==> src/rtl/core/jgdc_pkg.sv <==
`timescale 1ns / 1ps
package jgdc_pkg;

  // register stages inside each conversion path
  localparam int unsigned NumStages = 6;
  // accepting edge to the edge at which the result is taken
  localparam int unsigned Latency = NumStages + 2;

  // calendar constants
  localparam int unsigned JalOffset = 1595;
  localparam int unsigned J2gBias   = 355668;
  localparam int unsigned G2jBias   = 355666;
  localparam int unsigned Cyc400    = 146097;
  localparam int unsigned Cyc100    = 36524;
  localparam int unsigned Cyc4      = 1461;
  localparam int unsigned YearDays  = 365;
  localparam int unsigned Cyc33     = 12053;
  localparam int unsigned FirstHalf = 186;

  // truncated reciprocals, quotient estimate is exact or one low
  localparam int unsigned Recip33    = (1 << 13) / 33;
  localparam int unsigned Recip100   = (1 << 13) / 100;
  localparam int unsigned Recip400   = (1 << 13) / 400;
  localparam int unsigned RecipCyc33 = (1 << 21) / Cyc33;

  typedef struct packed {
    logic [11:0] year;
    logic [3:0]  month;
    logic [4:0]  day;
  } src_date_t;

  typedef struct packed {
    logic [12:0] year;
    logic [3:0]  month;
    logic [4:0]  day;
  } res_date_t;

  // days in the gregorian months before month index mon_idx (0 based)
  function automatic logic [8:0] greg_cum(input logic [3:0] mon_idx, input logic leap);
    logic [8:0] base;
    unique case (mon_idx)
      4'd0:    base = 9'd0;
      4'd1:    base = 9'd31;
      4'd2:    base = 9'd59;
      4'd3:    base = 9'd90;
      4'd4:    base = 9'd120;
      4'd5:    base = 9'd151;
      4'd6:    base = 9'd181;
      4'd7:    base = 9'd212;
      4'd8:    base = 9'd243;
      4'd9:    base = 9'd273;
      4'd10:   base = 9'd304;
      default: base = 9'd334;
    endcase
    greg_cum = base + 9'(leap && (mon_idx >= 4'd2));
  endfunction

endpackage

==> src/rtl/core/jgdc_j2g.sv <==
`timescale 1ns / 1ps
module jgdc_j2g (
  input  logic                 clk,
  input  jgdc_pkg::src_date_t  src,
  output jgdc_pkg::res_date_t  res
);

  // stage 1: shifted year, estimate of year / 33, month offset (+31)
  logic [12:0] s1_jy_nxt, s1_jy_r;
  logic [20:0] prod33;
  logic [7:0]  s1_qe_nxt, s1_qe_r;
  logic [8:0]  s1_moff_nxt, s1_moff_r;
  logic [4:0]  s1_day_nxt, s1_day_r;

  always_comb begin
    s1_jy_nxt = 13'(src.year) + 13'(jgdc_pkg::JalOffset);
    prod33    = 21'(s1_jy_nxt) * 21'(jgdc_pkg::Recip33);
    s1_qe_nxt = prod33[20:13];
    if (src.month < 4'd7) begin
      s1_moff_nxt = 9'(src.month) * 9'd31;
    end else begin
      s1_moff_nxt = 9'(src.month) * 9'd30 + 9'd7;
    end
    s1_day_nxt = src.day;
  end

  // stage 2: fix quotient, running day count
  logic [12:0] r33_raw, r33;
  logic [7:0]  q33;
  logic [3:0]  quarter;
  logic [21:0] days_sum;
  logic [20:0] s2_days_nxt, s2_days_r;

  always_comb begin
    r33_raw = s1_jy_r - 13'(s1_qe_r) * 13'd33;
    if (r33_raw >= 13'd33) begin
      q33 = s1_qe_r + 8'd1;
      r33 = r33_raw - 13'd33;
    end else begin
      q33 = s1_qe_r;
      r33 = r33_raw;
    end
    quarter  = 4'((r33[5:0] + 6'd3) >> 2);
    // month offset is carried with +31, folded into the bias
    days_sum = 22'(s1_jy_r) * 22'd365 + 22'({q33, 3'b000}) + 22'(quarter)
             + 22'(s1_day_r) + 22'(s1_moff_r) - 22'(jgdc_pkg::J2gBias + 31);
    s2_days_nxt = days_sum[20:0];
  end

  // stage 3: 400-year cycles
  logic [3:0]  s3_k400_nxt, s3_k400_r;
  logic [20:0] base400;
  logic [17:0] s3_rem_nxt, s3_rem_r;

  always_comb begin
    s3_k400_nxt = 4'd0;
    base400     = 21'd0;
    for (int j = 1; j <= 11; j++) begin
      if (s2_days_r >= 21'(j * jgdc_pkg::Cyc400)) begin
        s3_k400_nxt = 4'(j);
        base400     = 21'(j * jgdc_pkg::Cyc400);
      end
    end
    s3_rem_nxt = 18'(s2_days_r - base400);
  end

  // stage 4: centuries, the first year of a later century is short
  logic [1:0]  s4_kc_nxt, s4_kc_r;
  logic [17:0] base100, t100;
  logic [15:0] s4_rem_nxt, s4_rem_r;
  logic [3:0]  s4_k400_r;

  always_comb begin
    s4_kc_nxt = 2'd0;
    base100   = 18'd0;
    for (int j = 1; j <= 3; j++) begin
      if (s3_rem_r >= 18'(j * jgdc_pkg::Cyc100 + 1)) begin
        s4_kc_nxt = 2'(j);
        base100   = 18'(j * jgdc_pkg::Cyc100);
      end
    end
    t100 = s3_rem_r - base100;
    if (s4_kc_nxt == 2'd0) begin
      s4_rem_nxt = 16'(s3_rem_r);
    end else if (t100 >= 18'd366) begin
      s4_rem_nxt = 16'(t100);
    end else begin
      s4_rem_nxt = 16'(t100 - 18'd1);
    end
  end

  // stage 5: 4-year cycles
  logic [4:0]  s5_c_nxt, s5_c_r;
  logic [15:0] base4;
  logic [10:0] s5_r_nxt, s5_r_r;
  logic [3:0]  s5_k400_r;
  logic [1:0]  s5_kc_r;

  always_comb begin
    s5_c_nxt = 5'd0;
    base4    = 16'd0;
    for (int j = 1; j <= 24; j++) begin
      if (s4_rem_r >= 16'(j * jgdc_pkg::Cyc4)) begin
        s5_c_nxt = 5'(j);
        base4    = 16'(j * jgdc_pkg::Cyc4);
      end
    end
    s5_r_nxt = 11'(s4_rem_r - base4);
  end

  // stage 6: year within the 4-year cycle, day of year, leap flag
  logic [1:0]  k1;
  logic [10:0] base1;
  logic [12:0] s6_gy_nxt, s6_gy_r;
  logic [8:0]  s6_gd_nxt, s6_gd_r;
  logic        s6_leap_nxt, s6_leap_r;

  always_comb begin
    k1    = 2'd0;
    base1 = 11'd0;
    for (int j = 1; j <= 3; j++) begin
      if (s5_r_r >= 11'(j * jgdc_pkg::YearDays + 1)) begin
        k1    = 2'(j);
        base1 = 11'(j * jgdc_pkg::YearDays);
      end
    end
    if (k1 == 2'd0) begin
      s6_gd_nxt = 9'(s5_r_r + 11'd1);
    end else begin
      s6_gd_nxt = 9'(s5_r_r - base1);
    end
    s6_gy_nxt = 13'(s5_k400_r) * 13'd400 + 13'(s5_kc_r) * 13'd100
              + 13'({s5_c_r, 2'b00}) + 13'(k1);
    // leap only in the first year of a 4-year cycle, unless a century year that is not a 400-year boundary
    s6_leap_nxt = (k1 == 2'd0) && ((s5_c_r != 5'd0) || (s5_kc_r == 2'd0));
  end

  always_ff @(posedge clk) begin
    s1_jy_r   <= s1_jy_nxt;
    s1_qe_r   <= s1_qe_nxt;
    s1_moff_r <= s1_moff_nxt;
    s1_day_r  <= s1_day_nxt;
    s2_days_r <= s2_days_nxt;
    s3_k400_r <= s3_k400_nxt;
    s3_rem_r  <= s3_rem_nxt;
    s4_k400_r <= s3_k400_r;
    s4_kc_r   <= s4_kc_nxt;
    s4_rem_r  <= s4_rem_nxt;
    s5_k400_r <= s4_k400_r;
    s5_kc_r   <= s4_kc_r;
    s5_c_r    <= s5_c_nxt;
    s5_r_r    <= s5_r_nxt;
    s6_gy_r   <= s6_gy_nxt;
    s6_gd_r   <= s6_gd_nxt;
    s6_leap_r <= s6_leap_nxt;
  end

  // month walk against cumulative month lengths
  logic [3:0] gm_idx;

  always_comb begin
    gm_idx = 4'd0;
    for (int j = 1; j <= 11; j++) begin
      if (s6_gd_r > jgdc_pkg::greg_cum(4'(j), s6_leap_r)) begin
        gm_idx = 4'(j);
      end
    end
    res.year  = s6_gy_r;
    res.month = gm_idx + 4'd1;
    res.day   = 5'(s6_gd_r - jgdc_pkg::greg_cum(gm_idx, s6_leap_r));
  end

endmodule

==> src/rtl/core/jgdc_g2j.sv <==
`timescale 1ns / 1ps
module jgdc_g2j (
  input  logic                 clk,
  input  jgdc_pkg::src_date_t  src,
  output jgdc_pkg::res_date_t  res
);

  // stage 1: clamp month, leap-count operands and quotient estimates
  logic [3:0]  mm;
  logic [12:0] gy2;
  logic [19:0] prod100;
  logic [17:0] prod400;
  logic [11:0] s1_year_nxt, s1_year_r;
  logic [4:0]  s1_day_nxt, s1_day_r;
  logic [8:0]  s1_cum_nxt, s1_cum_r;
  logic [10:0] s1_a4_nxt, s1_a4_r;
  logic [12:0] s1_u100_nxt, s1_u100_r, s1_u400_nxt, s1_u400_r;
  logic [6:0]  s1_e100_nxt, s1_e100_r;
  logic [4:0]  s1_e400_nxt, s1_e400_r;

  always_comb begin
    if (src.month == 4'd0) begin
      mm = 4'd1;
    end else if (src.month > 4'd12) begin
      mm = 4'd12;
    end else begin
      mm = src.month;
    end
    gy2         = 13'(src.year) + 13'(mm > 4'd2);
    s1_a4_nxt   = 11'((gy2 + 13'd3) >> 2);
    s1_u100_nxt = gy2 + 13'd99;
    s1_u400_nxt = gy2 + 13'd399;
    prod100     = 20'(s1_u100_nxt) * 20'(jgdc_pkg::Recip100);
    prod400     = 18'(s1_u400_nxt) * 18'(jgdc_pkg::Recip400);
    s1_e100_nxt = prod100[19:13];
    s1_e400_nxt = prod400[17:13];
    s1_cum_nxt  = jgdc_pkg::greg_cum(mm - 4'd1, 1'b0);
    s1_year_nxt = src.year;
    s1_day_nxt  = src.day;
  end

  // stage 2: fix quotients, running day count
  logic [12:0] r100, r400;
  logic [6:0]  q100;
  logic [4:0]  q400;
  logic [21:0] days_sum;
  logic [20:0] s2_days_nxt, s2_days_r;

  always_comb begin
    r100     = s1_u100_r - 13'(s1_e100_r) * 13'd100;
    r400     = s1_u400_r - 13'(s1_e400_r) * 13'd400;
    q100     = s1_e100_r + 7'(r100 >= 13'd100);
    q400     = s1_e400_r + 5'(r400 >= 13'd400);
    days_sum = 22'(jgdc_pkg::G2jBias) + 22'(s1_year_r) * 22'd365 + 22'(s1_a4_r)
             - 22'(q100) + 22'(q400) + 22'(s1_day_r) + 22'(s1_cum_r);
    s2_days_nxt = days_sum[20:0];
  end

  // stage 3: estimate of 33-year cycles
  logic [28:0] prod33;
  logic [7:0]  s3_e_nxt, s3_e_r;
  logic [20:0] s3_days_r;

  always_comb begin
    prod33   = 29'(s2_days_r) * 29'(jgdc_pkg::RecipCyc33);
    s3_e_nxt = prod33[28:21];
  end

  // stage 4: fix 33-year quotient
  logic [20:0] r33;
  logic [7:0]  s4_q_nxt, s4_q_r;
  logic [13:0] s4_rem_nxt, s4_rem_r;

  always_comb begin
    r33 = s3_days_r - 21'(s3_e_r) * 21'(jgdc_pkg::Cyc33);
    if (r33 >= 21'(jgdc_pkg::Cyc33)) begin
      s4_q_nxt   = s3_e_r + 8'd1;
      s4_rem_nxt = 14'(r33 - 21'(jgdc_pkg::Cyc33));
    end else begin
      s4_q_nxt   = s3_e_r;
      s4_rem_nxt = 14'(r33);
    end
  end

  // stage 5: 4-year cycles
  logic [3:0]  s5_c_nxt, s5_c_r;
  logic [13:0] base4;
  logic [10:0] s5_r_nxt, s5_r_r;
  logic [7:0]  s5_q_r;

  always_comb begin
    s5_c_nxt = 4'd0;
    base4    = 14'd0;
    for (int j = 1; j <= 8; j++) begin
      if (s4_rem_r >= 14'(j * jgdc_pkg::Cyc4)) begin
        s5_c_nxt = 4'(j);
        base4    = 14'(j * jgdc_pkg::Cyc4);
      end
    end
    s5_r_nxt = 11'(s4_rem_r - base4);
  end

  // stage 6: year within the 4-year cycle, day of year (0 based)
  logic [1:0]  k1;
  logic [10:0] base1;
  logic [12:0] s6_jy_nxt, s6_jy_r;
  logic [8:0]  s6_doy_nxt, s6_doy_r;

  always_comb begin
    k1    = 2'd0;
    base1 = 11'd0;
    for (int j = 1; j <= 3; j++) begin
      if (s5_r_r >= 11'(j * jgdc_pkg::YearDays + 1)) begin
        k1    = 2'(j);
        base1 = 11'(j * jgdc_pkg::YearDays + 1);
      end
    end
    s6_doy_nxt = 9'(s5_r_r - base1);
    // wraps to two's complement for years before the epoch
    s6_jy_nxt  = 13'(s5_q_r) * 13'd33 + 13'({s5_c_r, 2'b00}) + 13'(k1)
               - 13'(jgdc_pkg::JalOffset);
  end

  always_ff @(posedge clk) begin
    s1_year_r <= s1_year_nxt;
    s1_day_r  <= s1_day_nxt;
    s1_cum_r  <= s1_cum_nxt;
    s1_a4_r   <= s1_a4_nxt;
    s1_u100_r <= s1_u100_nxt;
    s1_u400_r <= s1_u400_nxt;
    s1_e100_r <= s1_e100_nxt;
    s1_e400_r <= s1_e400_nxt;
    s2_days_r <= s2_days_nxt;
    s3_days_r <= s2_days_r;
    s3_e_r    <= s3_e_nxt;
    s4_q_r    <= s4_q_nxt;
    s4_rem_r  <= s4_rem_nxt;
    s5_q_r    <= s4_q_r;
    s5_c_r    <= s5_c_nxt;
    s5_r_r    <= s5_r_nxt;
    s6_jy_r   <= s6_jy_nxt;
    s6_doy_r  <= s6_doy_nxt;
  end

  // month split: 31-day months first, then 30-day months
  logic [2:0] mk;
  logic [8:0] mb, t2;

  always_comb begin
    mk = 3'd0;
    mb = 9'd0;
    t2 = s6_doy_r - 9'(jgdc_pkg::FirstHalf);
    res.year = s6_jy_r;
    if (s6_doy_r < 9'(jgdc_pkg::FirstHalf)) begin
      for (int j = 1; j <= 5; j++) begin
        if (s6_doy_r >= 9'(j * 31)) begin
          mk = 3'(j);
          mb = 9'(j * 31);
        end
      end
      res.month = 4'(mk) + 4'd1;
      res.day   = 5'(s6_doy_r - mb) + 5'd1;
    end else begin
      for (int j = 1; j <= 5; j++) begin
        if (t2 >= 9'(j * 30)) begin
          mk = 3'(j);
          mb = 9'(j * 30);
        end
      end
      res.month = 4'(mk) + 4'd7;
      res.day   = 5'(t2 - mb) + 5'd1;
    end
  end

endmodule

==> src/rtl/core/jalali_gregorian_date_converter_core.sv <==
`timescale 1ns / 1ps
// jalali / gregorian date converter
// input channel: drive in_op, in_year, in_month, in_day and raise start; the item
//   is taken at the rising edge where start is high and busy is low. busy is
//   always low, so a new item can be taken at every clock edge
// in_op = 0 converts a jalali date to gregorian, in_op = 1 the other way
// result channel: out_year, out_month, out_day hold for one cycle with out_valid
//   high; the receiver takes the item at the edge that ends that cycle and has
//   no way to hold it off
// pipeline: an accepted item passes the input register, six stage registers in each
//   conversion path and the result register, and out_valid rises with the result
//   register; the month split after the last stage register is combinational
// throughput: one item per cycle, results come back in the order taken
// both paths run side by side, in_op travels with the item and picks the result
// reset: synchronous, active low; drops every item in flight and clears
//   out_valid; no clearing pass, the block takes items right after reset
module jalali_gregorian_date_converter_core (
  input  logic        clk,
  input  logic        rst_n,
  input  logic        start,
  output logic        busy,
  input  logic        in_op,
  input  logic [11:0] in_year,
  input  logic [3:0]  in_month,
  input  logic [4:0]  in_day,
  output logic        out_valid,
  output logic [12:0] out_year,
  output logic [3:0]  out_month,
  output logic [4:0]  out_day
);

  localparam int unsigned Last = jgdc_pkg::NumStages;

  logic accept;

  // valid and direction travel next to the item through the stages
  logic [Last:0] vld_nxt, vld_r;
  logic [Last:0] op_nxt, op_r;
  logic          out_valid_nxt, out_valid_r;

  jgdc_pkg::src_date_t src_nxt, src_r;
  jgdc_pkg::res_date_t j2g_res, g2j_res;
  jgdc_pkg::res_date_t res_nxt, res_r;

  // no stage ever stalls
  assign busy   = 1'b0;
  assign accept = start && !busy;

  always_comb begin
    vld_nxt       = {vld_r[Last-1:0], accept};
    op_nxt        = {op_r[Last-1:0], in_op};
    out_valid_nxt = vld_r[Last];
    // input register loads only on an accepted item
    if (accept) begin
      src_nxt = '{year: in_year, month: in_month, day: in_day};
    end else begin
      src_nxt = src_r;
    end
    // result register holds between items
    if (vld_r[Last]) begin
      res_nxt = op_r[Last] ? g2j_res : j2g_res;
    end else begin
      res_nxt = res_r;
    end
  end

  // control state
  always_ff @(posedge clk) begin
    if (!rst_n) begin
      vld_r       <= '0;
      out_valid_r <= 1'b0;
    end else begin
      vld_r       <= vld_nxt;
      out_valid_r <= out_valid_nxt;
    end
  end

  // payload
  always_ff @(posedge clk) begin
    src_r <= src_nxt;
    op_r  <= op_nxt;
    res_r <= res_nxt;
  end

  // jalali to gregorian path
  jgdc_j2g u_j2g (
    .clk (clk),
    .src (src_r),
    .res (j2g_res)
  );

  // gregorian to jalali path
  jgdc_g2j u_g2j (
    .clk (clk),
    .src (src_r),
    .res (g2j_res)
  );

  assign out_valid = out_valid_r;
  assign out_year  = res_r.year;
  assign out_month = res_r.month;
  assign out_day   = res_r.day;

  // every result month comes out of either month split in range
  a_month_range: assert property (@(posedge clk) disable iff (!rst_n)
    out_valid |-> ((out_month != 4'd0) && (out_month <= 4'd12)))
    else $error("result month out of range");

  // each accepted item gives its result after the fixed latency
  a_fwd_latency: assert property (@(posedge clk) disable iff (!rst_n)
    (start && !busy) |-> ##(jgdc_pkg::Latency) out_valid)
    else $error("accepted item produced no result");

  // no result without an item taken the fixed latency earlier
  a_bwd_latency: assert property (@(posedge clk) disable iff (!rst_n)
    out_valid |-> $past(start && !busy, jgdc_pkg::Latency))
    else $error("result without a matching item");

  // jalali day of month from the month split is never zero
  a_g2j_day: assert property (@(posedge clk) disable iff (!rst_n)
    (vld_r[Last] && op_r[Last]) |=> (out_day != 5'd0))
    else $error("jalali result day is zero");

endmodule
==> config.mk <==
export PLATFORM = sky130hd
export DESIGN_NAME = jalali_gregorian_date_converter_core
export DESIGN_NICKNAME = d
export VERILOG_FILES = /design/src/rtl/core/jgdc_pkg.sv /design/src/rtl/core/jgdc_j2g.sv /design/src/rtl/core/jgdc_g2j.sv /design/src/rtl/core/jalali_gregorian_date_converter_core.sv
export SDC_FILE = /design/constraint.sdc
export NUM_CORES = 2
export LEC_CHECK = 0
export ABC_AREA = 1
export ABC_CLOCK_PERIOD_IN_PS = 11100
export BUFFER_PORTS_ARGS = -buffer_cell sky130_fd_sc_hd__buf_2
export CAP_MARGIN = 20
export CORE_AREA = 2 2 301 303
export CTS_BUF_LIST = sky130_fd_sc_hd__clkbuf_16
export CTS_CLUSTER_DIAMETER = 50
export DETAILED_ROUTE_END_ITERATION = 16
export DIE_AREA = 0 0 303 305
export GPL_TIMING_DRIVEN = 0
export PLACE_DENSITY = 0.6
export SLEW_MARGIN = 20
export SYNTH_ARGS = -nofsm -noshare
export SYNTH_HDL_FRONTEND = slang
export SYNTH_SLANG_ARGS = --single-unit
==> constraint.sdc <==
create_clock -name clk -period 11.1 [get_ports clk]
set_clock_uncertainty 0.1 [all_clocks]
set_input_delay 0.555 -clock clk [delete_from_list [all_inputs] [get_ports clk]]
set_output_delay 0.555 -clock clk [all_outputs]
set_load 0.02 [all_outputs]
==> results.json <==
{
  "cp_data_required_time_ps": 11540,
  "arrival_ps": 9820,
  "drt-initial-drc-count": 1250,
  "worst_slew_pin_slew_ps": 1050,
  "synth_top_area_share_pct": 23.1,
  "drc_errors": 6,
  "drt_wl_total_um": 84100,
  "ys_warn_count": 0,
  "clk_latency_ps": 620,
  "synthTopCellsByCount": "inv_1 (1055), ha_1 (736), nand2_1 (712), dfxtp_1 (338), a21oi_1 (312)",
  "synth.distinct_cells": 66,
  "clockBufferDepth": 3,
  "fin_tns_setup_ps": 0,
  "drive_above_1_share_pct": 3.98,
  "r2r_start": "u_g2j.s1_e100_r[1]$_DFF_P_",
  "cts_resized": 0,
  "antenna_found_initial": 1,
  "syn_avg_cell_area_um2": 8.23,
  "synthArstFlopShare_pct": 0,
  "synth-seq-cells": 381,
  "io_pins": 49,
  "num_rows": 110,
  "fin_area_um2": 43500,
  "clock-root-buffer": "clkbuf_16",
  "rr_worst_depth": 45,
  "syn-num-nets": 5902,
  "wl_per_cell_um": 13.6,
  "cts_sinks": 381,
  "reg2reg_to": "u_g2j.s2_days_r[20]$_DFF_P_",
  "grt_pass1_vias": 30500,
  "synth_area_um2": 39800,
  "cts_tree": "built",
  "failed_checks": "DRC",
  "rsz0062_at_grt": "false",
  "setup_viol": 0,
  "die_h_um": 305,
  "coreArea_um2": 89300,
  "synth.top_cells.by_area": "ha_1 (23%), dfxtp_1 (17%), fa_1 (15%), inv_1 (10%), nand2_1 (6.7%)",
  "critPathKind": "reg -> reg",
  "die-width_um": 303,
  "startpoint_type": "register",
  "critPathMaxStageDelay_ps": 560,
  "worstHoldStart": "in_day[3]",
  "ant_nets": 0,
  "slew_headroom_pct": 29.9,
  "drv_cap": 0,
  "clkSlewWorstSetupHoldPaths_ps": 60,
  "hold_viol": 0,
  "first_pass_iters": 11,
  "hold-path-endpoint": "src_r[3]$_DFFE_PP_",
  "diodes": 0,
  "grt_pass1_wl_um": 144000,
  "placed_cell_area_um2": 41500,
  "dp_hpwl_um": 71700,
  "status": "finished with violations",
  "ys_seq_area_share_pct": 20.2,
  "dieArea_um2": 92400,
  "port_buffers": 46,
  "start_util_pct": 44.6,
  "cp_max_fo": 7,
  "viasPerCell": 4.90,
  "area_delta_synth_final_pct": 9.36,
  "yosysMostFrequentCell": "inv_1",
  "cp-end-kind": "register",
  "min_path_cells": 1,
  "grt_usage_pct": 18.7,
  "cts_hold_buffers": 21,
  "cpMaxStageDelayCell": "fa_1",
  "hold_class": "in -> reg",
  "drv_slew": 0,
  "nets": 6026,
  "post-cts-setup-buffer-count": 0,
  "grt_overflow_total": 0,
  "synth_flop_cell": "dfxtp_1",
  "fmaxAchievable_mhz": 107,
  "synth-edff-count": 43,
  "h-tree-depth": 2,
  "synth_top_area_cell": "ha_1",
  "numCtsBuffers": 55,
  "synthCells": 4833,
  "reg2reg_slack_ps": 1720,
  "grt_max_degree": 24,
  "fillers": 8684,
  "period_needed_ps": 9380,
  "gp_congestion": 0.904,
  "num_vias": 30300,
  "final.period_utilization_pct": 84.5
}
-- through the flow --
step	hold WS, ps	setup WS [ps]	utilization, %	std cells
final	53.5	1720	48.7	6179
after detailed placement	212	1770	46.5	6055
after global placement	210	1770	46.5	6055
after global routing	19.4	1080	48.7	6179
after floorplan	210	2670	-	4833
after CTS	7.70	1710	48.7	6179
-- metal layers --
layer / vias up / global-route usage, % / wire length (µm) / part of all wire (%)
li1: 15800 / - / - / -
met1: 14000 / 23.6 / 38100 / 45
met2: 372 / 33.4 / 41500 / 49
met3: 125 / 1.92 / 2210 / 2.6
met4: 0 / 5.18 / 2240 / 2.7
met5: - / 0 / 0 / 0
-- worst max-delay path, delay by kind of cell (launching register included) --
kind | cells | cell delay, ps
AOI/OAI and AO/OA | 13 | 2240
xor gates and xnor gates | 4 | 960
adders and majority gates | 12 | 4490
buffers and inverters | 6 | 300
DFF | 1 | 480
and+or+nand+nor | 10 | 730
-- area by class of cell --
cell class	instances	area (µm²)	share of cell area (%)
Clock inverter	48	430	0.989
Buffer	30	140	0.322
Timing Repair Buffer	67	440	1.01
Sequential cell	381	8060	18.5
Multi-Input combinational cell	3362	27600	63.5
Clock buffer	55	1380	3.16
Inverter	1060	3980	9.14
Tap cell	1176	1470	3.38
-- sequential cells by signal (all words and copies together), names as in the netlist, 14 cells and up --
name	count
u_g2j.s4_rem_r	14
u_j2g.s4_rem_r	16
u_j2g.s2_days_r	21
u_g2j.s3_days_r	21
u_g2j.s2_days_r	21
src_r	21
u_j2g.s3_rem_r	18
-- how the worst max path moves through the flow --
stage / from / slack, ps / cells after the start / end
final: u_g2j.s1_e100_r[1]$_DFF_P_ / 1720 / 45 / u_g2j.s2_days_r[20]$_DFF_P_
after global routing: u_g2j.s1_e100_r[1]$_DFF_P_ / 1080 / 45 / u_g2j.s2_days_r[20]$_DFF_P_
after CTS: u_g2j.s1_e100_r[1]$_DFF_P_ / 1710 / 45 / u_g2j.s2_days_r[20]$_DFF_P_
after detailed placement: u_g2j.s1_e400_r[3]$_DFF_P_ / 1770 / 45 / u_g2j.s2_days_r[20]$_DFF_P_
after global placement: u_g2j.s1_e100_r[1]$_DFF_P_ / 1770 / 45 / u_g2j.s2_days_r[20]$_DFF_P_
after floorplan: u_g2j.s1_e100_r[1]$_DFF_P_ / 2670 / 45 / u_g2j.s2_days_r[20]$_DFF_P_
-- layout by cell type (no fill, tap or decap), types with 43 or more instances in the layout --
master and n:
nand3_1 131, a31oi_1 49, nor3_1 52, clkbuf_16 55, ha_1 736, inv_1 1059
xnor2_1 89, nand2_1 712, dfxtp_1 338, nand4_1 64, fa_1 308, o21ai_0 168
a21oi_1 312, buf_2 53, xor2_1 218, edfxtp_1 43, nor2_1 283
-- cells by family after synthesis --
group	share of synthesized area, %
AND/OR/NAND/NOR	13.8
buffers and inverters	10.3
adder cells (fa/ha/maj)	38.6
AO/OA/AOI/OAI	10.2
flip-flops	20.2
XOR/XNOR	6.80
other	0.00942
Power is left out: the tool's default activity adds up to more than one toggle a clock period on the data nets, which glitch-free logic cannot reach.
